**config.mk**
```make
export PLATFORM = sky130hd
export DESIGN_NAME = label_agreement_probability
export DESIGN_NICKNAME = d
export VERILOG_FILES = /design/src/rtl/core/lap_pkg.sv /design/src/rtl/core/label_agreement_probability.sv /design/src/rtl/core/lap_div.sv
export VERILOG_INCLUDE_DIRS = /design/src /design/src/rtl/core
export SDC_FILE = /design/constraint.sdc
export NUM_CORES = 2
export LEC_CHECK = 0
export BUFFER_PORTS_ARGS = -buffer_cell sky130_fd_sc_hd__buf_2
export CAP_MARGIN = 20
export CORE_MARGIN = 1.5
export CORE_UTILIZATION = 25
export DETAILED_ROUTE_END_ITERATION = 10
export PLACE_DENSITY = 0.46
export SYNTH_ARGS = -nofsm -noshare
export SYNTH_HDL_FRONTEND = slang
export SYNTH_SLANG_ARGS = --single-unit
```
**constraint.sdc**
```tcl
create_clock -name clock -period 10 [get_ports clock]
set_clock_uncertainty 0.1 [all_clocks]
set_input_delay 1 -clock clock [delete_from_list [all_inputs] [get_ports clock]]
set_output_delay 1 -clock clock [all_outputs]
set_load 0.05 [all_outputs]
```
**src/rtl/core/assert_macros.svh**
```systemverilog
// Assertion macros shared by the label agreement RTL.
`ifndef ASSERT_MACROS_SVH
`define ASSERT_MACROS_SVH

// The consequent must hold in the same cycle as the antecedent.
`define ASSERT_IMP(lbl, clk, rst, ante, cons, msg) \
   lbl: assert property (@(posedge clk) disable iff (rst) (ante) |-> (cons)) \
      else $error(msg);

// The consequent must hold in the cycle after the antecedent.
`define ASSERT_NEXT(lbl, clk, rst, ante, cons, msg) \
   lbl: assert property (@(posedge clk) disable iff (rst) (ante) |=> (cons)) \
      else $error(msg);

`endif

```
**src/rtl/core/lap_pkg.sv**
```systemverilog
// Shared types, constants and the logarithm table of the label agreement block.
`default_nettype none
package lap_pkg;
   localparam int LABEL_W     = 8;
   localparam int MAP_MAX     = 8;
   localparam int COUNT_W     = 4;
   localparam int VALUE_W     = 24;
   localparam int FRAC_W      = 16;
   localparam int LN_W        = 18;
   localparam int CSR_INDEX_W = 3;

   localparam logic [VALUE_W-1:0] Q_ONE = 24'h010000;

   typedef enum logic [CSR_INDEX_W-1:0] {
      CSR_LABEL_ID     = 3'd0,
      CSR_ENTROPY_ON   = 3'd1,
      CSR_NORMALIZE_ON = 3'd2,
      CSR_MAX_VALUE    = 3'd3,
      CSR_PRESENT_MASK = 3'd4
   } csr_index_type;

   typedef struct packed {
      logic [COUNT_W-1:0] agree;
      logic               err;
      logic               bypass;
      logic [VALUE_W-1:0] value;
   } lap_side_type;

   // Natural logarithm of a map count in unsigned Q2.16, rounded to nearest.
   function automatic logic [LN_W-1:0] ln_q16(input logic [COUNT_W-1:0] n);
      case (n)
         4'd2:    return 18'd45426;
         4'd3:    return 18'd71999;
         4'd4:    return 18'd90852;
         4'd5:    return 18'd105476;
         4'd6:    return 18'd117425;
         4'd7:    return 18'd127527;
         4'd8:    return 18'd136278;
         default: return '0;
      endcase
   endfunction
endpackage
`default_nettype wire

```
**src/rtl/core/label_agreement_probability.sv**
```systemverilog
// Top level of the label agreement probability and entropy block.
`default_nettype none
`include "assert_macros.svh"
// One word enters per clock while rsp_ready keeps the pipeline moving: each voxel's
// labels are counted against label_id, the counts index a logarithm table, and every
// quotient goes through a sixteen-stage divider with one quotient bit per stage. The
// sustained rate is one word per cycle while rsp_ready is held; a stalled result holds
// only the stages behind it that are full, so empty stages keep filling.
// Configuration is taken through the csr_ port whenever reset is low, but it is meant
// to change only while no voxel is in flight.
module label_agreement_probability import lap_pkg::*; #(
   parameter int NUM_MAPS   = 8,
   parameter int LABEL_BITS = 8
) (
   input  wire logic                   clock,
   input  wire logic                   reset,
   input  wire logic                   req_valid,
   output logic                        req_ready,
   input  wire logic [LABEL_W-1:0]     req_label_0,
   input  wire logic [LABEL_W-1:0]     req_label_1,
   input  wire logic [LABEL_W-1:0]     req_label_2,
   input  wire logic [LABEL_W-1:0]     req_label_3,
   input  wire logic [LABEL_W-1:0]     req_label_4,
   input  wire logic [LABEL_W-1:0]     req_label_5,
   input  wire logic [LABEL_W-1:0]     req_label_6,
   input  wire logic [LABEL_W-1:0]     req_label_7,
   output logic                        rsp_valid,
   input  wire logic                   rsp_ready,
   output logic [VALUE_W-1:0]          rsp_term_value,
   output logic [COUNT_W-1:0]          rsp_agree_count,
   output logic                        rsp_no_maps_error,
   input  wire logic                   csr_valid,
   output logic                        csr_ready,
   input  wire logic [CSR_INDEX_W-1:0] csr_index,
   input  wire logic [VALUE_W-1:0]     csr_data
);
   localparam int CMP_BITS = (LABEL_BITS < LABEL_W) ? LABEL_BITS : LABEL_W;

   logic [LABEL_W-1:0] cfg_label_id_ff;
   logic               cfg_entropy_ff;
   logic               cfg_normalize_ff;
   logic [VALUE_W-1:0] cfg_max_ff;
   logic [MAP_MAX-1:0] cfg_present_mask_ff;

   logic [LABEL_W-1:0] labels [0:MAP_MAX-1];
   logic [COUNT_W-1:0] present_in;
   logic [COUNT_W-1:0] agree_in;

   logic               s1_vld_ff;
   logic [COUNT_W-1:0] s1_present_ff;
   logic [COUNT_W-1:0] s1_agree_ff;
   logic               s1_entropy_ff;
   logic               s1_normalize_ff;
   logic [VALUE_W-1:0] s1_max_ff;
   logic               s1_ready;

   logic               s2_vld_ff;
   logic [COUNT_W-1:0] s2_present_ff;
   logic [COUNT_W-1:0] s2_agree_ff;
   logic [LN_W-1:0]    s2_diff_ff;
   logic               s2_entropy_ff;
   logic               s2_normalize_ff;
   logic [VALUE_W-1:0] s2_max_ff;
   logic               s2_ready;
   logic [LN_W-1:0]    diff_in;

   logic               div_in_ready;
   logic [VALUE_W-1:0] div_num;
   logic [VALUE_W-1:0] div_den;
   lap_side_type       div_side;
   logic               div_out_valid;
   logic [FRAC_W-1:0]  div_out_quo;
   lap_side_type       div_out_side;
   logic               out_ready;

   logic               rsp_valid_ff;
   logic [VALUE_W-1:0] rsp_term_value_ff;
   logic [COUNT_W-1:0] rsp_agree_count_ff;
   logic               rsp_no_maps_error_ff;

   assign csr_ready = !reset;

   always_ff @(posedge clock) begin
      if (reset) begin
         cfg_label_id_ff     <= 8'd1;
         cfg_entropy_ff      <= 1'b0;
         cfg_normalize_ff    <= 1'b0;
         cfg_max_ff          <= 24'd6553600;
         cfg_present_mask_ff <= '1;
      end else if (csr_valid && csr_ready) begin
         case (csr_index)
            CSR_LABEL_ID:     cfg_label_id_ff     <= csr_data[LABEL_W-1:0];
            CSR_ENTROPY_ON:   cfg_entropy_ff      <= csr_data[0];
            CSR_NORMALIZE_ON: cfg_normalize_ff    <= csr_data[0];
            CSR_MAX_VALUE:    cfg_max_ff          <= csr_data;
            CSR_PRESENT_MASK: cfg_present_mask_ff <= csr_data[MAP_MAX-1:0];
            default: ;
         endcase
      end
   end

   assign labels[0] = req_label_0;
   assign labels[1] = req_label_1;
   assign labels[2] = req_label_2;
   assign labels[3] = req_label_3;
   assign labels[4] = req_label_4;
   assign labels[5] = req_label_5;
   assign labels[6] = req_label_6;
   assign labels[7] = req_label_7;

   always_comb begin
      present_in = '0;
      agree_in   = '0;
      for (int i = 0; i < MAP_MAX; i++) begin
         if (i < NUM_MAPS && cfg_present_mask_ff[i]) begin
            present_in = present_in + COUNT_W'(1);
            if (labels[i][CMP_BITS-1:0] == cfg_label_id_ff[CMP_BITS-1:0]) begin
               agree_in = agree_in + COUNT_W'(1);
            end
         end
      end
   end

   assign s2_ready  = !s2_vld_ff || div_in_ready;
   assign s1_ready  = !s1_vld_ff || s2_ready;
   assign req_ready = !reset && s1_ready;

   always_ff @(posedge clock) begin
      if (reset) begin
         s1_vld_ff <= 1'b0;
         s2_vld_ff <= 1'b0;
      end else begin
         if (s1_ready) begin
            s1_vld_ff <= req_valid;
         end
         if (s2_ready) begin
            s2_vld_ff <= s1_vld_ff;
         end
      end
   end

   assign diff_in = ln_q16(s1_present_ff) - ln_q16(s1_agree_ff);

   always_ff @(posedge clock) begin
      if (s1_ready && req_valid) begin
         s1_present_ff   <= present_in;
         s1_agree_ff     <= agree_in;
         s1_entropy_ff   <= cfg_entropy_ff;
         s1_normalize_ff <= cfg_normalize_ff;
         s1_max_ff       <= cfg_max_ff;
      end
      if (s2_ready && s1_vld_ff) begin
         s2_present_ff   <= s1_present_ff;
         s2_agree_ff     <= s1_agree_ff;
         s2_diff_ff      <= diff_in;
         s2_entropy_ff   <= s1_entropy_ff;
         s2_normalize_ff <= s1_normalize_ff;
         s2_max_ff       <= s1_max_ff;
      end
   end

   always_comb begin
      div_side.agree  = s2_agree_ff;
      div_side.err    = 1'b0;
      div_side.bypass = 1'b1;
      div_side.value  = '0;
      div_num         = '0;
      div_den         = s2_max_ff;
      if (s2_present_ff == '0) begin
         div_side.err = 1'b1;
      end else if (s2_entropy_ff) begin
         if (s2_agree_ff == '0) begin
            div_side.value = s2_normalize_ff ? Q_ONE : s2_max_ff;
         end else if (s2_normalize_ff) begin
            if (VALUE_W'(s2_diff_ff) < s2_max_ff) begin
               div_side.bypass = 1'b0;
               div_num         = VALUE_W'(s2_diff_ff);
            end else begin
               div_side.value = Q_ONE;
            end
         end else begin
            div_side.value = VALUE_W'(s2_diff_ff);
         end
      end else if (s2_agree_ff == s2_present_ff) begin
         div_side.value = Q_ONE;
      end else begin
         div_side.bypass = 1'b0;
         div_num         = VALUE_W'(s2_agree_ff);
         div_den         = VALUE_W'(s2_present_ff);
      end
   end

   lap_div u_div (
      .clock     (clock),
      .reset     (reset),
      .in_valid  (s2_vld_ff),
      .in_ready  (div_in_ready),
      .in_num    (div_num),
      .in_den    (div_den),
      .in_side   (div_side),
      .out_valid (div_out_valid),
      .out_ready (out_ready),
      .out_quo   (div_out_quo),
      .out_side  (div_out_side)
   );

   assign out_ready = !rsp_valid_ff || rsp_ready;

   always_ff @(posedge clock) begin
      if (reset) begin
         rsp_valid_ff <= 1'b0;
      end else if (out_ready) begin
         rsp_valid_ff <= div_out_valid;
      end
   end

   always_ff @(posedge clock) begin
      if (out_ready && div_out_valid) begin
         rsp_term_value_ff    <= div_out_side.bypass ? div_out_side.value
                                                     : VALUE_W'(div_out_quo);
         rsp_agree_count_ff   <= div_out_side.agree;
         rsp_no_maps_error_ff <= div_out_side.err;
      end
   end

   assign rsp_valid         = rsp_valid_ff;
   assign rsp_term_value    = rsp_term_value_ff;
   assign rsp_agree_count   = rsp_agree_count_ff;
   assign rsp_no_maps_error = rsp_no_maps_error_ff;

   `ASSERT_NEXT(a_accept_lands, clock, reset, req_valid && req_ready, s1_vld_ff, "Accepted word was not captured.")
   `ASSERT_IMP(a_agree_bound, clock, reset, s1_vld_ff, s1_agree_ff <= s1_present_ff, "Agreement exceeds present maps.")
   `ASSERT_IMP(a_error_result, clock, reset, rsp_valid_ff && rsp_no_maps_error_ff, rsp_term_value_ff == '0 && rsp_agree_count_ff == '0, "Error result is not zero.")
endmodule
`default_nettype wire

```
**src/rtl/core/lap_div.sv**
```systemverilog
// Pipelined restoring divider giving a sixteen-bit fraction, one quotient bit per stage.
`default_nettype none
`include "assert_macros.svh"
module lap_div import lap_pkg::*; (
   input  wire logic               clock,
   input  wire logic               reset,
   input  wire logic               in_valid,
   output logic                    in_ready,
   input  wire logic [VALUE_W-1:0] in_num,
   input  wire logic [VALUE_W-1:0] in_den,
   input  wire lap_side_type       in_side,
   output logic                    out_valid,
   input  wire logic               out_ready,
   output logic [FRAC_W-1:0]       out_quo,
   output lap_side_type            out_side
);
   localparam int STEPS = FRAC_W;

   logic [STEPS:0]     vld_ff;
   logic [STEPS:0]     stage_ready;
   logic [VALUE_W-1:0] rem_ff  [0:STEPS];
   logic [VALUE_W-1:0] den_ff  [0:STEPS];
   logic [FRAC_W-1:0]  quo_ff  [0:STEPS];
   lap_side_type       side_ff [0:STEPS];
   logic [VALUE_W:0]   shifted [1:STEPS];
   logic [VALUE_W-1:0] rem_in  [1:STEPS];
   logic [FRAC_W-1:0]  quo_in  [1:STEPS];

   always_comb begin
      stage_ready[STEPS] = !vld_ff[STEPS] || out_ready;
      for (int k = STEPS - 1; k >= 0; k--) begin
         stage_ready[k] = !vld_ff[k] || stage_ready[k+1];
      end
   end

   always_comb begin
      for (int k = 1; k <= STEPS; k++) begin
         shifted[k] = {rem_ff[k-1], 1'b0};
         if (shifted[k] >= {1'b0, den_ff[k-1]}) begin
            rem_in[k] = VALUE_W'(shifted[k] - {1'b0, den_ff[k-1]});
            quo_in[k] = {quo_ff[k-1][FRAC_W-2:0], 1'b1};
         end else begin
            rem_in[k] = shifted[k][VALUE_W-1:0];
            quo_in[k] = {quo_ff[k-1][FRAC_W-2:0], 1'b0};
         end
      end
   end

   always_ff @(posedge clock) begin
      if (reset) begin
         vld_ff <= '0;
      end else begin
         if (stage_ready[0]) begin
            vld_ff[0] <= in_valid;
         end
         for (int k = 1; k <= STEPS; k++) begin
            if (stage_ready[k]) begin
               vld_ff[k] <= vld_ff[k-1];
            end
         end
      end
   end

   always_ff @(posedge clock) begin
      if (stage_ready[0] && in_valid) begin
         rem_ff[0]  <= in_num;
         den_ff[0]  <= in_den;
         quo_ff[0]  <= '0;
         side_ff[0] <= in_side;
      end
      for (int k = 1; k <= STEPS; k++) begin
         if (stage_ready[k] && vld_ff[k-1]) begin
            rem_ff[k]  <= rem_in[k];
            den_ff[k]  <= den_ff[k-1];
            quo_ff[k]  <= quo_in[k];
            side_ff[k] <= side_ff[k-1];
         end
      end
   end

   assign in_ready  = stage_ready[0];
   assign out_valid = vld_ff[STEPS];
   assign out_quo   = quo_ff[STEPS];
   assign out_side  = side_ff[STEPS];

   `ASSERT_IMP(a_div_operands, clock, reset, in_valid && in_ready && !in_side.bypass, in_num < in_den, "Dividend is not below divisor.")
   `ASSERT_IMP(a_div_remainder, clock, reset, vld_ff[STEPS] && !side_ff[STEPS].bypass, rem_ff[STEPS] < den_ff[STEPS], "Final remainder is not below divisor.")
endmodule
`default_nettype wire
```
# Yosys cells after proc, flatten, opt, wreduce, memory -nomap -nowiden
# Memories as Yosys holds them, arrays and structs flattened.
# Cells that the tools add are included.
[word_totals]
ff_bits = 177
ramBits = 1598
inputBits = 96
output_inout_bits = 32
memories = 4
[classes]
add_sub_neg = 31
magnitude_cmp = 17
eq_ne = 27
n_mux = 114
reduce_logical = 71
[memory_table]
columns = ["memory", "words", "word_bits", "read_ports", "rd_clocked_by_memory_dff", "write_ports", "line_no", "rtl"]
rows = [
  ["u_div.side_ff", 17, 30, 17, 0, 17, "lap_div.sv:24", "lap_side_type side_ff [0:STEPS];"],
  ["u_div.den_ff", 17, 24, 16, 0, 17, "lap_div.sv:22", "logic [VALUE_W-1:0] den_ff [0:STEPS];"],
  ["u_div.rem_ff", 17, 24, 16, 0, 17, "lap_div.sv:21", "logic [VALUE_W-1:0] rem_ff [0:STEPS];"],
  ["u_div.quo_ff", 17, 16, 17, 0, 17, "lap_div.sv:23", "logic [FRAC_W-1:0] quo_ff [0:STEPS];"],
]
[ops]
columns = ["cell", "count"]
rows = [
  ["$mux 24", 23],
  ["$ge 25x24->1", 16],
  ["$sub 24x24->24", 16],
  ["$pmux 18 s7", 2],
  ["$mux 4", 22],
  ["$mux 18", 4],
  ["$eq 8x8->1", 8],
  ["$mux 1", 58],
  ["$add 4x1->4 const B", 14],
  ["$mux 25", 2],
  ["$mux 17", 2],
  ["$eq 4x3->1 const B", 8],
  ["$lt 18x24->1", 1],
  ["$logic_and 1x1->1", 22],
  ["$logic_not 1->1", 21],
  ["$logic_or 1x1->1", 20],
  ["$sub 18x18->18", 1],
  ["$eq 4x2->1 const B", 4],
  ["$mux 16", 1],
  ["$reduce_and 2->1", 5],
  ["$eq 4x4->1 const B", 2],
  ["$logic_not 4->1", 2],
  ["$eq 3x2->1 const B", 2],
  ["$eq 4x4->1", 1],
  ["3 further kinds", 3],
]

# Depth between registers and ports, before layout
[depth]
depth_word = 24
depth_mapped = 27
ltp_nobuf = 26

# Cells and area by module
# A second synthesis with hierarchy kept.
[unflattened]
hier_cells = 5937
area_unflattened_um2 = 75895.3
[modules_own_cells]
columns = ["mod", "n_inst", "cells_each", "area_per_inst_um2"]
rows = [
  ["lap_div", 1, 5007, 66668.9],
  ["label_agreement_probability", 1, 930, 9226.3],
]

# Worst setup path after synthesis
# Ideal clock, no wire load.
[synth_timing]
path_type = "input to register"
startpoint = "in rsp_ready"
endpoint = "mem u_div.den_ff[6][0] (netlist: u_div.den_ff[0][144]), enable pin"
setup_ns = 0.655
arrival_time_ns = 8.060
setup_slack_ns = 1.185
stages = 8
path_cell_list = "nor2b_1 nand3_1 nor2_1 and2_1 and3_1 and2_1 nor2b_1 a21boi_0"
[synth_lines]
columns = ["item", "line_no", "rtl"]
rows = [
  ["start, declared", "label_agreement_probability.sv:28", "input wire logic rsp_ready,"],
  ["end, declared", "lap_div.sv:22", ""],
]

# Final worst setup path
[layout_timing]
startpoint = "reg cfg_label_id_ff[6]"
endpoint = "reg s1_agree_ff[3] (data pin)"
[layout_between]
elab_chain_len = 24
elab_cells_between_ends = 31
classes_between = "add/sub: 7; eq/ne: 8; mux: 16"
[layout_lines]
columns = ["item", "line_no", "rtl"]
rows = [
  ["start, declared", "label_agreement_probability.sv:39", "logic [LABEL_W-1:0] cfg_label_id_ff;"],
  ["start signal, assigned", "label_agreement_probability.sv:92", "CSR_LABEL_ID: cfg_label_id_ff <= csr_data[LABEL_W-1:0];"],
  ["$eq 8x8->1", "label_agreement_probability.sv:117", "if (labels[i][CMP_BITS-1:0] == cfg_label_id_ff[CMP_BITS-1:0]) begin"],
  ["$mux 1", "label_agreement_probability.sv:117", ""],
  ["$mux 1", "label_agreement_probability.sv:115", "if (i < NUM_MAPS && cfg_present_mask_ff[i]) begin"],
  ["$add 4x1->4", "label_agreement_probability.sv:118", "agree_in = agree_in + COUNT_W'(1);"],
  ["$mux 4", "label_agreement_probability.sv:117", ""],
  ["$mux 4", "label_agreement_probability.sv:115", ""],
  ["$add 4x1->4", "label_agreement_probability.sv:118", ""],
  ["$mux 4", "label_agreement_probability.sv:117", ""],
  ["[9 not listed]", "n/a", ""],
  ["$mux 4", "label_agreement_probability.sv:115", ""],
  ["$add 4x1->4", "label_agreement_probability.sv:118", ""],
  ["$mux 4", "label_agreement_probability.sv:117", ""],
  ["$mux 4", "label_agreement_probability.sv:115", ""],
  ["$add 4x1->4", "label_agreement_probability.sv:118", ""],
  ["$mux 4", "label_agreement_probability.sv:117", ""],
  ["$mux 4 *", "label_agreement_probability.sv:115", ""],
  ["via agree_in[3]", "label_agreement_probability.sv:47", "logic [COUNT_W-1:0] agree_in;"],
  ["end signal, assigned", "label_agreement_probability.sv:147", "s1_agree_ff <= agree_in;"],
  ["end, declared", "label_agreement_probability.sv:51", "logic [COUNT_W-1:0] s1_agree_ff;"],
]
# Mark *: on every way through the listed nets, which the timed path passes. The rest lies on a longest branch.
# A chain may end at the register's enable or synchronous reset.

==> flow_metrics.tcl <==
set metrics [dict create \
    vdd.ir_drop.worst_v 0.000129 \
    r2r_slack_ns 3.69 \
    drt_iter0_markers 2047 \
    synth_area_leaders "edfxtp_1, ha_1, inv_1" \
    start_util 0.252 \
    grt_pass1_vias 44810 \
    gp_congestion 0.881 \
    dp_cells 9759 \
    die_height_um 548 \
    status "finished clean" \
    areaGrowthSynthToFinish_pct 15.3 \
    core-area_mm2 0.295 \
    num_rows 199 \
    clockRootBuffer "clkbuf_16" \
    min_path_type "primary input to register" \
    clk_pin_slew_worst_paths_ns 0.06 \
    routed_via_density 4.28 \
    wire_per_inst_um 15.8 \
    clkSinkCount 1585 \
    ys_types 88 \
    clk_latency_ns 0.85 \
    synth_nets 6299 \
    post-place-ws_ns 3.36 \
    cts_hold_buf 0 \
    synth_common_cells "edfxtp_1, inv_1, ha_1" \
    nFillCells 29638 \
    finalCritPeriodShare 0.631 \
    cts_resized 0 \
    crit_type "register to register" \
    wirelength_mm 160 \
    worst_pin_slew_ns 1.05 \
    layout.cells.non_filler 10074 \
    antenna_found_initial 4 \
    setup.worst_path.end_class "register" \
    synth_warnings 0 \
    min_from "csr_data[22]" \
    yosysMostFrequentCell "edfxtp_1" \
    fin_nets 6559 \
    placed_area_mm2 0.0799 \
    r2r-start "cfg_label_id_ff[6]" \
    netlist_area_mm2 0.0742 \
    ys_seq_area_frac 0.633 \
    layout-drive-gt1-share 0.106 \
    grt_pass1_wl_mm 249 \
    fin_total_pwr_uw 14300 \
    drc 0 \
    synth_edf_count 1523 \
    clockBufferDepth 4 \
    finalHoldViolCount 0 \
    setup_violations 0 \
    setup.worst_path.start "cfg_label_id_ff[6]" \
    critPathLaunchType "register" \
    final_area_mm2 0.0855 \
    yosysTopAreaCellShare 0.617 \
    min_path_cells 3 \
    dieArea_mm2 0.300 \
    max_slew_margin 0.298 \
    crit_arrival_ns 6.78 \
    post_cts_buffers 0 \
    ios 128 \
    dr.pass1.iters 6 \
    rsz0062_at_grt "no" \
    synthArstFlopShare 0 \
    synth_ff_type "edfxtp_1" \
    cts-buffers-inserted 180 \
    leakagePower_uw 0.0317 \
    maxSlewViolCount 0 \
    ant_nets 0 \
    crit_fanout 9 \
    synth_cells 5763 \
    cts_tree "yes" \
    syn_area_per_cell_um2 12.9 \
    rr_worst_depth 26 \
    period_minus_slack_ns 6.31 \
    dp_hpwl_mm 122 \
    hold_end "cfg_max_ff[22]" \
    h-tree-depth 4 \
    portBuffers 127 \
    maxCapViolCount 0 \
    die_x_um 548 \
    synth_top_area_cell "edfxtp_1" \
    worst_slack_ns 3.69 \
    power.density_mw_per_mm2 168 \
    vias 43163 \
    grt_use_total 0.105 \
    grt_max_degree 85 \
    max_freq_mhz 159 \
    synth_seq_cells 1585 \
    r2r-end "s1_agree_ff[3]" \
    setup_tns_ns 0 \
    grt_overflow_total 0 \
    worst_ep_required_time_ns 10.47 \
]
==> critical path: stages (launching register included) <==
cell      delay [ns]
dfxtp_1         0.73
xnor2_1         0.18
nand4_1         0.14
nor3_1          0.21
ha_1            0.26
nand2_1         0.07
o31a_1          0.25
inv_1           0.10
ha_1            0.30
and4_1          0.19
or2_2           0.28
ha_1            0.29
nand4b_1        0.23
o31ai_4         0.15
inv_1           0.15
ha_1            0.33
nor2_1          0.06
o21ai_0         0.15
o31ai_1         0.11
a211oi_2        0.32
ha_1            0.21
xnor3_1         0.42
xnor2_1         0.15
nand3b_1        0.10
a21oi_1         0.21
mux2i_1         0.24
xor2_1          0.09
==> power by group <==
group	internal (uW)	leakage, uW	switching (uW)
Sequential	7300	0.0143	89.3
Combinational	291	0.0147	396
Clock	3650	0.00273	2610
==> per-layer routing <==
layer | share of wire | GRT usage | vias up | wire length, um
met3 | 0.034 | 0.0182 | 332 | 5500
met2 | 0.51 | 0.195 | 711 | 81300
met5 | 0 | 0 | - | 0
li1 | - | - | 21578 | -
met1 | 0.41 | 0.114 | 20542 | 65000
met4 | 0.049 | 0.0503 | 0 | 7780
==> cell type report <==
class	count	area (um^2)	share of cell area
Multi-Input combinational cell	3513	24900	0.291
Inverter	564	2120	0.0248
Clock buffer	219	4740	0.0555
Sequential cell	1585	47000	0.549
Timing Repair Buffer	179	1040	0.0122
Tap cell	3919	4900	0.0573
Antenna cell	1	2.50	0.0000293
Clock inverter	94	831	0.00972
==> how the worst max path moves through the flow <==
stage,slack (ns),endpoint
2_1_floorplan,1.18,u_div.den_ff[0][144]
3_3_place_gp,3.40,s1_agree_ff[3]
3_5_place_dp,3.36,s1_agree_ff[3]
4_1_cts,3.63,s1_agree_ff[3]
5_1_grt,3.17,s1_agree_ff[3]
6_report,3.69,s1_agree_ff[3]
==> metrics by stage <==
step / utilization / hold WS, ns
after CTS: 0.290 / 0.193
after detailed placement: 0.271 / 0.305
after global routing: 0.290 / 0.218
final: 0.290 / 0.270
after global placement: 0.271 / 0.301
after floorplan: - / 0.300
==> logic make-up (layout without fill, tap and decap cells) <==
logic type | after synthesis | count (layout) | share of synthesized area
other | 0 | 1 | 0
DFF | 1585 | 1585 | 0.633
xor gates and xnor gates | 368 | 368 | 0.0439
adders and majority gates | 441 | 441 | 0.0760
AOI/OAI and AO/OA | 1211 | 1211 | 0.102
and+or+nand+nor | 1327 | 1327 | 0.0855
muxes | 166 | 166 | 0.0250
buffers and inverters | 665 | 1056 | 0.0345
==> registers in the layout (all words and copies together), names as in the netlist, 17 cells and up <==
name,cells
u_div.side_ff,510
u_div.den_ff,384
u_div.rem_ff,378
u_div.quo_ff,136
cfg_max_ff,24
rsp_term_value,24
s1_max_ff,24
s2_max_ff,24
s2_diff_ff,18
u_div.vld_ff,17
==> cells in the final DEF (no fill, tap or decap), types with 25 or more instances in the layout <==
master,instances
edfxtp_1,1523
inv_1,563
ha_1,424
nand2_1,416
a21oi_1,387
nor2_1,342
o21ai_0,284
xnor2_1,224
a21o_1,182
clkbuf_16,182
mux2_2,149
xor2_1,141
buf_2,128
nand3_1,86
nor2b_1,71
nor3_1,71
nand4_1,62
dfxtp_1,62
and2_1,53
buf_4,50
nand2b_1,46
and3_1,44
o21bai_1,43
o21a_1,38
clkinv_1,35
a31oi_1,33
clkbuf_1,32
or3_1,30
clkinv_2,30
a21boi_0,28
o31ai_1,27
a211oi_1,25
Note: power is estimated with default switching activity, not from simulation.
